$ cat src/hw/rtl/tdd_pkg.sv
package tdd_pkg;

  // Field widths fixed by the request and result formats.
  localparam int unsigned KEY_W = 16;
  localparam int unsigned PH_W  = 10;
  localparam int unsigned CNT_W = 32;

  // Operation codes; the spare code is answered as a plain status.
  localparam logic [2:0] OP_TICK  = 3'd0;
  localparam logic [2:0] OP_START = 3'd1;
  localparam logic [2:0] OP_STOP  = 3'd2;
  localparam logic [2:0] OP_SUSP  = 3'd3;
  localparam logic [2:0] OP_RESUM = 3'd4;
  localparam logic [2:0] OP_TERM  = 3'd5;
  localparam logic [2:0] OP_QUERY = 3'd6;

  // Result kinds.
  localparam logic [1:0] KIND_FIRED = 2'd0;
  localparam logic [1:0] KIND_DONE  = 2'd1;
  localparam logic [1:0] KIND_CMD   = 2'd2;

  // Command status codes.
  localparam logic [2:0] ST_OK      = 3'd0;
  localparam logic [2:0] ST_RUNNING = 3'd1;
  localparam logic [2:0] ST_NOFREE  = 3'd2;
  localparam logic [2:0] ST_BADDIV  = 3'd3;
  localparam logic [2:0] ST_NOTFND  = 3'd4;

  // Priority codes and the first slot of each upward search range.
  localparam logic [1:0] PRIO_TOP  = 2'd0;
  localparam logic [1:0] PRIO_HIGH = 2'd1;
  localparam logic [1:0] PRIO_LOW  = 2'd3;
  localparam int unsigned RANGE_LO0 = 0;
  localparam int unsigned RANGE_LO1 = 1;
  localparam int unsigned RANGE_LO2 = 5;

  // One slot table entry as held in the slot memory.
  typedef struct packed {
    logic [KEY_W-1:0] key;
    logic [PH_W-1:0]  divider;
    logic [CNT_W-1:0] limit;
    logic [CNT_W-1:0] count;
    logic             first;
    logic             skip;
    logic             kill;
  } slot_ent_t;

  typedef enum logic [2:0] {
    S_IDLE,
    S_READ,
    S_EVAL,
    S_MOD,
    S_FIRE,
    S_DONE,
    S_RESP
  } tdd_state_e;

endpackage

$ cat src/hw/rtl/tdd_slot_mem.sv
module tdd_slot_mem #(
  parameter int unsigned DEPTH = 16,
  parameter int unsigned AW    = 4
) (
  input  logic                clk_i,
  input  logic                we_i,
  input  logic [AW-1:0]       waddr_i,
  input  tdd_pkg::slot_ent_t  wdata_i,
  input  logic [AW-1:0]       raddr_i,
  output tdd_pkg::slot_ent_t  rdata_o
);
  import tdd_pkg::*;

  slot_ent_t mem_q [DEPTH];
  slot_ent_t rdata_q;

  // Single write port.
  always_ff @(posedge clk_i) begin
    if (we_i) begin
      mem_q[waddr_i] <= wdata_i;
    end
  end

  // Registered read port.
  always_ff @(posedge clk_i) begin
    rdata_q <= mem_q[raddr_i];
  end

  assign rdata_o = rdata_q;

endmodule

$ cat src/hw/rtl/tdd_rem.sv
module tdd_rem (
  input  logic                     clk_i,
  input  logic                     rst_ni,
  input  logic                     start_i,
  input  logic [tdd_pkg::PH_W-1:0] dividend_i,
  input  logic [tdd_pkg::PH_W-1:0] divisor_i,
  output logic                     done_o,
  output logic [tdd_pkg::PH_W-1:0] rem_o
);
  import tdd_pkg::*;

  localparam int unsigned CW = $clog2(PH_W);

  logic          busy_q, busy_d;
  logic          done_q, done_d;
  logic [CW-1:0] cnt_q, cnt_d;
  logic [PH_W-1:0] dvd_q, dvd_d;
  logic [PH_W-1:0] rem_q, rem_d;
  logic [PH_W-1:0] dsr_q, dsr_d;
  logic [PH_W:0]   trial;
  logic [PH_W:0]   diff;

  // One restoring remainder step per cycle, most significant bit first.
  always_comb begin
    trial  = {rem_q, dvd_q[PH_W-1]};
    diff   = trial - {1'b0, dsr_q};
    busy_d = busy_q;
    done_d = 1'b0;
    cnt_d  = cnt_q;
    dvd_d  = dvd_q;
    rem_d  = rem_q;
    dsr_d  = dsr_q;
    if (start_i) begin
      busy_d = 1'b1;
      cnt_d  = '0;
      dvd_d  = dividend_i;
      rem_d  = '0;
      dsr_d  = divisor_i;
    end else if (busy_q) begin
      dvd_d = {dvd_q[PH_W-2:0], 1'b0};
      rem_d = (trial >= {1'b0, dsr_q}) ? diff[PH_W-1:0] : trial[PH_W-1:0];
      cnt_d = cnt_q + 1'b1;
      if (cnt_q == CW'(PH_W - 1)) begin
        busy_d = 1'b0;
        done_d = 1'b1;
      end
    end
  end

  always_ff @(posedge clk_i or negedge rst_ni) begin
    if (!rst_ni) begin
      busy_q <= 1'b0;
      done_q <= 1'b0;
      cnt_q  <= '0;
    end else begin
      busy_q <= busy_d;
      done_q <= done_d;
      cnt_q  <= cnt_d;
    end
  end

  always_ff @(posedge clk_i) begin
    dvd_q <= dvd_d;
    rem_q <= rem_d;
    dsr_q <= dsr_d;
  end

  assign done_o = done_q;
  assign rem_o  = rem_q;

endmodule

$ cat src/hw/rtl/tick_divided_task_dispatcher.sv
// Channel   | handshake                    | payload
// ----------+------------------------------+------------------------------------------------
// request   | in_valid_i / in_stall_o      | operation_i task_id_i divider_i loop_limit_i
//           |                              | priority_req_i
// result    | out_valid_o / out_stall_i    | kind_o slot_o status_o first_run_o run_count_o
//           |                              | last_o
// config    | cfg_we_i                     | cfg_wdata_i (base rate)
//
// One request is handled at a time. A command walks the slot memory, reading and then
// evaluating each slot in turn, and stops at the key or the last slot. A tick reads and
// evaluates every slot, checks each eligible slot against its divider with the bit-serial
// remainder unit, fires each slot whose remainder is zero, and then finishes.
// The used bits are flip-flops cleared by reset; the memory needs no clearing pass.
// A stalled result is held in the output register and the walk waits on it.
module tick_divided_task_dispatcher #(
  parameter int unsigned SLOTS = 16
) (
  input  logic                      clk_i,
  input  logic                      rst_ni,
  input  logic                      in_valid_i,
  output logic                      in_stall_o,
  input  logic [2:0]                operation_i,
  input  logic [tdd_pkg::KEY_W-1:0] task_id_i,
  input  logic [tdd_pkg::PH_W-1:0]  divider_i,
  input  logic [tdd_pkg::CNT_W-1:0] loop_limit_i,
  input  logic [1:0]                priority_req_i,
  output logic                      out_valid_o,
  input  logic                      out_stall_i,
  output logic [1:0]                kind_o,
  output logic [3:0]                slot_o,
  output logic [2:0]                status_o,
  output logic                      first_run_o,
  output logic [tdd_pkg::CNT_W-1:0] run_count_o,
  output logic                      last_o,
  input  logic                      cfg_we_i,
  input  logic [tdd_pkg::PH_W-1:0]  cfg_wdata_i
);
  import tdd_pkg::*;

  localparam int unsigned IDX_W = $clog2(SLOTS);
  localparam logic [IDX_W-1:0] IDX_LAST = IDX_W'(SLOTS - 1);

  tdd_state_e state_q, state_d;

  // Control and payload registers.
  logic [SLOTS-1:0]  used_q, used_d;
  logic [IDX_W-1:0]  idx_q, idx_d;
  logic              found_q, found_d;
  logic [IDX_W-1:0]  lo_q, lo_d, hi_q, hi_d;
  logic              lo_fnd_q, lo_fnd_d, hi_fnd_q, hi_fnd_d;
  logic [PH_W-1:0]   phase_q, phase_d;
  logic [PH_W-1:0]   base_rate_q;
  logic              out_valid_q, out_valid_d;
  logic [2:0]        op_q;
  logic [KEY_W-1:0]  key_q;
  logic [PH_W-1:0]   div_q;
  logic [CNT_W-1:0]  lim_q;
  logic [1:0]        prio_q;
  slot_ent_t         ent_q, ent_d;
  logic [1:0]        kind_q, kind_d;
  logic [IDX_W-1:0]  oslot_q, oslot_d;
  logic [2:0]        status_q, status_d;
  logic              first_q, first_d;
  logic [CNT_W-1:0]  count_q, count_d;
  logic              last_q, last_d;

  // Memory and remainder unit hookup.
  logic              mem_we;
  logic [IDX_W-1:0]  mem_waddr;
  slot_ent_t         mem_wdata;
  slot_ent_t         mem_rdata;
  logic              mod_start;
  logic              mod_done;
  logic [PH_W-1:0]   mod_rem;

  // Shared decode.
  logic              accept;
  logic              out_free;
  logic              out_load;
  logic              last_idx;
  logic              hit;
  logic              tick_check;
  logic [IDX_W-1:0]  rng_lo;
  logic              free_ok;
  logic [IDX_W-1:0]  free_idx;
  logic [CNT_W-1:0]  cnt_inc;
  logic [PH_W-1:0]   ph_inc;
  logic [IDX_W+3:0]  slot_ext;

  tdd_slot_mem #(
    .DEPTH (SLOTS),
    .AW    (IDX_W)
  ) u_mem (
    .clk_i   (clk_i),
    .we_i    (mem_we),
    .waddr_i (mem_waddr),
    .wdata_i (mem_wdata),
    .raddr_i (idx_q),
    .rdata_o (mem_rdata)
  );

  tdd_rem u_rem (
    .clk_i      (clk_i),
    .rst_ni     (rst_ni),
    .start_i    (mod_start),
    .dividend_i (phase_q),
    .divisor_i  (mem_rdata.divider),
    .done_o     (mod_done),
    .rem_o      (mod_rem)
  );

  // Handshake and common decode.
  assign in_stall_o = (state_q != S_IDLE);
  assign accept     = in_valid_i && !in_stall_o;
  assign out_free   = !out_valid_q || !out_stall_i;
  assign last_idx   = (idx_q == IDX_LAST);
  assign hit        = used_q[idx_q] && (mem_rdata.key == key_q);
  assign tick_check = used_q[idx_q] && !mem_rdata.kill && !mem_rdata.skip &&
                      (mem_rdata.divider != '0);
  assign cnt_inc    = (&ent_q.count) ? ent_q.count : ent_q.count + 1'b1;
  assign ph_inc     = phase_q + 1'b1;
  assign free_ok    = ((prio_q != PRIO_LOW) && lo_fnd_q) || hi_fnd_q;
  assign free_idx   = ((prio_q != PRIO_LOW) && lo_fnd_q) ? lo_q : hi_q;

  // Start of the upward search range for the requested priority.
  always_comb begin
    case (prio_q)
      PRIO_TOP:  rng_lo = IDX_W'(RANGE_LO0);
      PRIO_HIGH: rng_lo = IDX_W'(RANGE_LO1);
      default:   rng_lo = IDX_W'(RANGE_LO2);
    endcase
  end

  // Next state.
  always_comb begin
    state_d = state_q;
    unique case (state_q)
      S_IDLE: begin
        if (accept) begin
          if (operation_i == OP_TICK || operation_i == OP_START ||
              operation_i == OP_STOP || operation_i == OP_SUSP ||
              operation_i == OP_RESUM || operation_i == OP_TERM ||
              operation_i == OP_QUERY) begin
            state_d = S_READ;
          end else begin
            state_d = S_RESP;
          end
        end
      end
      S_READ: state_d = S_EVAL;
      S_EVAL: begin
        if (op_q == OP_TICK) begin
          if (tick_check) begin
            state_d = S_MOD;
          end else begin
            state_d = last_idx ? S_DONE : S_READ;
          end
        end else if (hit || last_idx) begin
          state_d = S_RESP;
        end else begin
          state_d = S_READ;
        end
      end
      S_MOD: begin
        if (mod_done) begin
          if (mod_rem == '0) begin
            state_d = S_FIRE;
          end else begin
            state_d = last_idx ? S_DONE : S_READ;
          end
        end
      end
      S_FIRE: begin
        if (out_free) begin
          state_d = last_idx ? S_DONE : S_READ;
        end
      end
      S_DONE: if (out_free) state_d = S_IDLE;
      S_RESP: if (out_free) state_d = S_IDLE;
      default: state_d = S_IDLE;
    endcase
  end

  // Datapath, memory writes and result loading.
  always_comb begin
    used_d    = used_q;
    idx_d     = idx_q;
    found_d   = found_q;
    lo_d      = lo_q;
    lo_fnd_d  = lo_fnd_q;
    hi_d      = hi_q;
    hi_fnd_d  = hi_fnd_q;
    phase_d   = phase_q;
    ent_d     = ent_q;
    mem_we    = 1'b0;
    mem_waddr = idx_q;
    mem_wdata = ent_q;
    mod_start = 1'b0;
    out_load  = 1'b0;
    kind_d    = kind_q;
    oslot_d   = oslot_q;
    status_d  = status_q;
    first_d   = first_q;
    count_d   = count_q;
    last_d    = last_q;

    unique case (state_q)
      S_IDLE: begin
        idx_d    = '0;
        found_d  = 1'b0;
        lo_fnd_d = 1'b0;
        hi_fnd_d = 1'b0;
      end
      S_READ: ;
      S_EVAL: begin
        ent_d = mem_rdata;
        if (op_q == OP_TICK) begin
          if (used_q[idx_q] && mem_rdata.kill) begin
            used_d[idx_q] = 1'b0;
          end
          mod_start = tick_check;
          if (!tick_check && !last_idx) idx_d = idx_q + 1'b1;
        end else begin
          // Track free slots for a start while looking for the key.
          if (!used_q[idx_q]) begin
            hi_d     = idx_q;
            hi_fnd_d = 1'b1;
            if (!lo_fnd_q && idx_q >= rng_lo) begin
              lo_d     = idx_q;
              lo_fnd_d = 1'b1;
            end
          end
          found_d = hit;
          if (!hit && !last_idx) idx_d = idx_q + 1'b1;
        end
      end
      S_MOD: begin
        if (mod_done && mod_rem != '0 && !last_idx) idx_d = idx_q + 1'b1;
      end
      S_FIRE: begin
        if (out_free) begin
          out_load  = 1'b1;
          kind_d    = KIND_FIRED;
          oslot_d   = idx_q;
          status_d  = ST_OK;
          first_d   = ent_q.first;
          count_d   = ent_q.count;
          last_d    = 1'b0;
          mem_we    = 1'b1;
          mem_wdata = ent_q;
          mem_wdata.first = 1'b0;
          mem_wdata.count = cnt_inc;
          if (ent_q.limit != '0 && cnt_inc >= ent_q.limit) used_d[idx_q] = 1'b0;
          if (!last_idx) idx_d = idx_q + 1'b1;
        end
      end
      S_DONE: begin
        if (out_free) begin
          out_load = 1'b1;
          kind_d   = KIND_DONE;
          oslot_d  = '0;
          status_d = ST_OK;
          first_d  = 1'b0;
          count_d  = '0;
          last_d   = 1'b1;
          phase_d  = (ph_inc >= base_rate_q) ? '0 : ph_inc;
        end
      end
      S_RESP: begin
        if (out_free) begin
          out_load = 1'b1;
          kind_d   = KIND_CMD;
          oslot_d  = '0;
          status_d = ST_OK;
          first_d  = 1'b0;
          count_d  = '0;
          last_d   = 1'b1;
          case (op_q)
            OP_START: begin
              if (found_q) begin
                status_d = ST_RUNNING;
                oslot_d  = idx_q;
              end else if (!free_ok) begin
                status_d = ST_NOFREE;
              end else if (div_q == '0) begin
                status_d = ST_BADDIV;
              end else begin
                oslot_d           = free_idx;
                used_d[free_idx]  = 1'b1;
                mem_we            = 1'b1;
                mem_waddr         = free_idx;
                mem_wdata.key     = key_q;
                mem_wdata.divider = div_q;
                mem_wdata.limit   = lim_q;
                mem_wdata.count   = '0;
                mem_wdata.first   = 1'b1;
                mem_wdata.skip    = 1'b0;
                mem_wdata.kill    = 1'b0;
              end
            end
            OP_STOP, OP_SUSP, OP_RESUM, OP_TERM, OP_QUERY: begin
              if (!found_q) begin
                status_d = ST_NOTFND;
              end else begin
                oslot_d = idx_q;
                case (op_q)
                  OP_STOP: used_d[idx_q] = 1'b0;
                  OP_SUSP: begin
                    mem_we         = 1'b1;
                    mem_wdata.skip = 1'b1;
                  end
                  OP_RESUM: begin
                    mem_we         = 1'b1;
                    mem_wdata.skip = 1'b0;
                  end
                  OP_TERM: begin
                    mem_we         = 1'b1;
                    mem_wdata.kill = 1'b1;
                  end
                  default: count_d = ent_q.count;
                endcase
              end
            end
            default: ;
          endcase
        end
      end
      default: ;
    endcase

    if (out_load) begin
      out_valid_d = 1'b1;
    end else if (!out_stall_i) begin
      out_valid_d = 1'b0;
    end else begin
      out_valid_d = out_valid_q;
    end
  end

  // Control registers.
  always_ff @(posedge clk_i or negedge rst_ni) begin
    if (!rst_ni) begin
      state_q     <= S_IDLE;
      used_q      <= '0;
      phase_q     <= '0;
      base_rate_q <= PH_W'(1000);
      out_valid_q <= 1'b0;
      idx_q       <= '0;
      found_q     <= 1'b0;
      lo_fnd_q    <= 1'b0;
      hi_fnd_q    <= 1'b0;
    end else begin
      state_q     <= state_d;
      used_q      <= used_d;
      phase_q     <= phase_d;
      out_valid_q <= out_valid_d;
      idx_q       <= idx_d;
      found_q     <= found_d;
      lo_fnd_q    <= lo_fnd_d;
      hi_fnd_q    <= hi_fnd_d;
      if (cfg_we_i) base_rate_q <= cfg_wdata_i;
    end
  end

  // Payload registers.
  always_ff @(posedge clk_i) begin
    if (accept) begin
      op_q   <= operation_i;
      key_q  <= task_id_i;
      div_q  <= divider_i;
      lim_q  <= loop_limit_i;
      prio_q <= priority_req_i;
    end
    lo_q     <= lo_d;
    hi_q     <= hi_d;
    ent_q    <= ent_d;
    kind_q   <= kind_d;
    oslot_q  <= oslot_d;
    status_q <= status_d;
    first_q  <= first_d;
    count_q  <= count_d;
    last_q   <= last_d;
  end

  // Result ports; slots report their low four bits.
  assign slot_ext    = {4'b0000, oslot_q};
  assign out_valid_o = out_valid_q;
  assign kind_o      = kind_q;
  assign slot_o      = slot_ext[3:0];
  assign status_o    = status_q;
  assign first_run_o = first_q;
  assign run_count_o = count_q;
  assign last_o      = last_q;

  // The memory is only written while firing a slot or answering a command.
  a_mem_we_state: assert property (@(posedge clk_i) disable iff (!rst_ni)
    mem_we |-> (state_q == S_FIRE || state_q == S_RESP))
    else $error("slot memory written outside fire or response");

  // The remainder unit reports only while the walk waits on it.
  a_mod_done_state: assert property (@(posedge clk_i) disable iff (!rst_ni)
    mod_done |-> (state_q == S_MOD))
    else $error("remainder result arrived outside the wait state");

  // A result is never loaded over one that is still stalled.
  a_no_overwrite: assert property (@(posedge clk_i) disable iff (!rst_ni)
    out_load |-> (!out_valid_q || !out_stall_i))
    else $error("pending result overwritten");

  // After a tick finishes the phase lies below the base rate or has wrapped.
  a_phase_wrap: assert property (@(posedge clk_i) disable iff (!rst_ni)
    (state_q == S_DONE && out_free) |=> (phase_q < base_rate_q || phase_q == '0))
    else $error("phase did not wrap at the base rate");

endmodule

$ cat config.mk
export PLATFORM = sky130hd
export DESIGN_NAME = tick_divided_task_dispatcher
export DESIGN_NICKNAME = d
export VERILOG_FILES = /design/src/hw/rtl/tdd_pkg.sv /design/src/hw/rtl/tdd_slot_mem.sv /design/src/hw/rtl/tdd_rem.sv /design/src/hw/rtl/tick_divided_task_dispatcher.sv
export SDC_FILE = /design/constraint.sdc
export NUM_CORES = 2
export LEC_CHECK = 0
export BUFFER_PORTS_ARGS = -buffer_cell sky130_fd_sc_hd__buf_2
export CAP_MARGIN = 30
export CORE_UTILIZATION = 55
export CTS_BUF_LIST = sky130_fd_sc_hd__clkbuf_16
export DETAILED_ROUTE_END_ITERATION = 8
export PLACE_DENSITY = 0.68
export SKIP_LAST_GASP = 1
export SYNTH_ARGS = -nofsm -noshare
export SYNTH_HDL_FRONTEND = slang
export SYNTH_HIERARCHICAL = 1
export SYNTH_SLANG_ARGS = --single-unit
$ cat constraint.sdc
create_clock -name clk_i -period 15.85 [get_ports clk_i]
set_input_delay 3.17 -clock clk_i [delete_from_list [all_inputs] [get_ports clk_i]]
set_output_delay 3.17 -clock clk_i [all_outputs]
set_load 0.02 [all_outputs]
==> impl_metrics.ini <==
[power]
powerDensity_nw_per_um2 = 159
leakagePower_nw = 26.5
peakVddDrop_v = 0.000122

[sta]
finalClockSkew_ns = 0.0285
max_freq_mhz = 142
finalCriticalPeriod_ns = 7.06
rsz0062_at_grt = false
setup_viol = 0
finalCritPeriodShare_pct = 44.5
setup_tns_ns = 0
slew-limit-headroom_pct = 26.5
hold_viol = 0
final_max_slew_viol_count = 0
worst_pin_slew_ns = 1.09

[synth]
synth-edff-count = 1715
ys_seq_area_share_pct = 75.9
postSynthAreaPerCell_um2 = 19.9
ys_warn_count = 6
netlist_instances = 3639
syn_area_um2 = 72300
ys_types = 88
synth_fp_nets = 3780
yosys_most_used_dff = edfxtp_1
async_flop_share_pct = 2.83
ys_seq_elements = 1871

[final_layout]
area_growth_pct = 12.2
final_area_um2 = 81100
nets = 4012
fillCellCount = 8949
drive_gt1_share_pct = 23.1
mostFrequentLayoutCells = edfxtp_1 (1,715), mux4_2 (377), nand2_1 (194), a22oi_1 (189), clkbuf_16 (187)
layout_commonest_cell = edfxtp_1

[clocking]
clkLatencyLatePin_ns = 0.82
clk_pin_slew_ns = 0.06
root_buffer = clkbuf_16
post-cts-setup-buffer-count = 0
cts.sinks = 1871
cts_max_level = 4
cts-hold-fix-buffers = 0
numCtsBuffers = 182
clk_path_buf_depth = 3
cts_tree = yes
post_cts_resized = 0

[die]
core_um2 = 130000
die_h_um = 365
dieArea_um2 = 133000
io_pins = 123
die_w_um = 365
rows = 132
initial_core_util_pct = 55.6

[critical_path]
end_kind = register
cp_data_required_time_ns = 16.32
startpoint_type = input pin
critPathMaxStageDelay_ns = 0.79
arrival_ns = 7.52
path_delay_family = simple AND/OR/NAND/NOR gates
r2r_cells = 12
worstPathMaxFanout = 34
rr_startpoint = div_q[0]$_DFFE_PP_
cp_common_cell = buf_4
reg2reg_slack_ns = 9.50
crit_end = u_mem/mem_q[10][64]$_DFFE_PP_
path_cells = buf_2, nand2_1, nand3_4, a21oi_1, nand2b_1, nor2_4, buf_4, buf_4, buf_16
worstReg2RegEnd = u_mem/mem_q[10][64]$_DFFE_PP_
crit_start = out_stall_i
crit_buf_inv = 4
worstSetupPathType = in2reg
cp_slowest_cell = nor2_4
cp.depth = 9

[flow_run]
cap_violations = 0

[routing]
vias_per_cell = 6.27
drt_iter0_drc = 4232
routed_wl_um = 166000
post-route-drc-count = 0
route.vias.total = 36200
ant_nets = 0
drt-wirelength-per-cell_um = 28.7
drt_first_pass_iters = 6

[grt]
track_usage_pct = 25.5
antenna_found_initial = 8
grt_pass1_wl_um = 243000
grt_max_degree = 94
grt_pass1_vias = 36200
grt_overflow = 0

[min_path]
hold_class = reg2reg

[status]
outcome = completed

[placement]
port_buffers = 122
placed_area_um2 = 75300
hpwl_um = 92300
place.gp.congestion = 0.858
## power by group
part | internal (mW) | switching [mW] | total [mW] | leakage (nW)
Combinational | 1.04 | 1.42 | 2.45 | 6.53
Clock | 2.34 | 1.79 | 4.13 | 3.01
Sequential | 6.04 | 0.308 | 6.35 | 17.0
## metrics by stage
step	util, %	hold WS [ns]	std cells	setup WS [ns]	power (mW)
after detailed placement	57.9	0.389	5424	7.77	8.91
after CTS	62.3	0.377	5763	8.63	13.0
after global placement	57.7	0.386	5405	7.82	8.86
final	62.4	0.380	5769	8.79	12.9
after global routing	62.4	0.405	5768	8.57	13.4
after floorplan	-	0.386	3639	4.27	8.11
## cell type report
class	instances	area (um^2)	area share (%)
Clock inverter	152	1040	1.28
Clock buffer	187	4680	5.77
Multi-Input combinational cell	1507	16400	20.2
Tap cell	1742	2180	2.69
Antenna cell	1	2.50	0.00309
Sequential cell	1871	54900	67.7
Timing Repair Buffer	229	1590	1.97
Inverter	80	305	0.376
## worst min-delay path by stage
stage / startpoint / endpoint / slack [ns] / cells past startpoint
after global placement: u_mem/rdata_o[62]$_DFF_P_ / ent_q[62]$_DFFE_PP_ / 0.39 / 0
after CTS: u_mem/rdata_o[2]$_DFF_P_ / ent_q[2]$_DFFE_PP_ / 0.38 / 0
after detailed placement: u_mem/rdata_o[52]$_DFF_P_ / ent_q[52]$_DFFE_PP_ / 0.39 / 0
after floorplan: u_mem/rdata_o[10]$_DFF_P_ / ent_q[10]$_DFFE_PP_ / 0.39 / 0
final: u_mem/rdata_o[2]$_DFF_P_ / ent_q[2]$_DFFE_PP_ / 0.38 / 0
after global routing: u_mem/rdata_o[2]$_DFF_P_ / ent_q[2]$_DFFE_PP_ / 0.40 / 0
## state kept, by name, indices dropped and copies added, names as in the netlist, 10 cells and up
signal / cells
u_rem/dsr_q: 10
used_q: 16
u_rem/rem_o: 10
key_q: 16
u_rem/dvd_q: 10
u_mem/mem_q: 1488
phase_q: 10
u_mem/rdata_o: 93
run_count_o: 32
lim_q: 32
div_q: 10
ent_q: 93
base_rate_q: 10
## routing by layer
layer / vias to the layer above / track usage, % / part of all wire, %
met4: 0 / 6.94 / 2.3
met5: - / 0 / 0
met3: 253 / 4.55 / 8.0
met1: 19000 / 36.7 / 41
met2: 1516 / 40.4 / 48
li1: 15400 / - / -
## Yosys cell counts (35+ instances only)
library cell / number / area [um^2]
a21oi_1: 49 / 245
a22oi_1: 189 / 1420
a31oi_1: 35 / 219
and2_1: 45 / 282
buf_2: 50 / 250
clkbuf_1: 96 / 360
dfrtp_1: 47 / 1180
dfxtp_1: 103 / 2060
edfxtp_1: 1715 / 51500
ha_1: 62 / 776
inv_1: 78 / 293
mux2_1: 59 / 664
mux4_2: 377 / 8490
nand2_1: 194 / 728
nor2_1: 74 / 278
## logic make-up (layout without fill, tap and decap cells)
group           count (synthesis)  in the layout  synth area share [%]
flops                        1871           1871                  75.9
simple gates                  498            498                  3.43
mux                           455            455                  12.9
compound gates                429            429                  4.22
buf+inv                       261            648                  1.66
fa+ha+maj                      63             63                  1.10
xor+xnor                       62             62                 0.751
other cells                     0              1                     0
(Power assumes the default switching activity.)
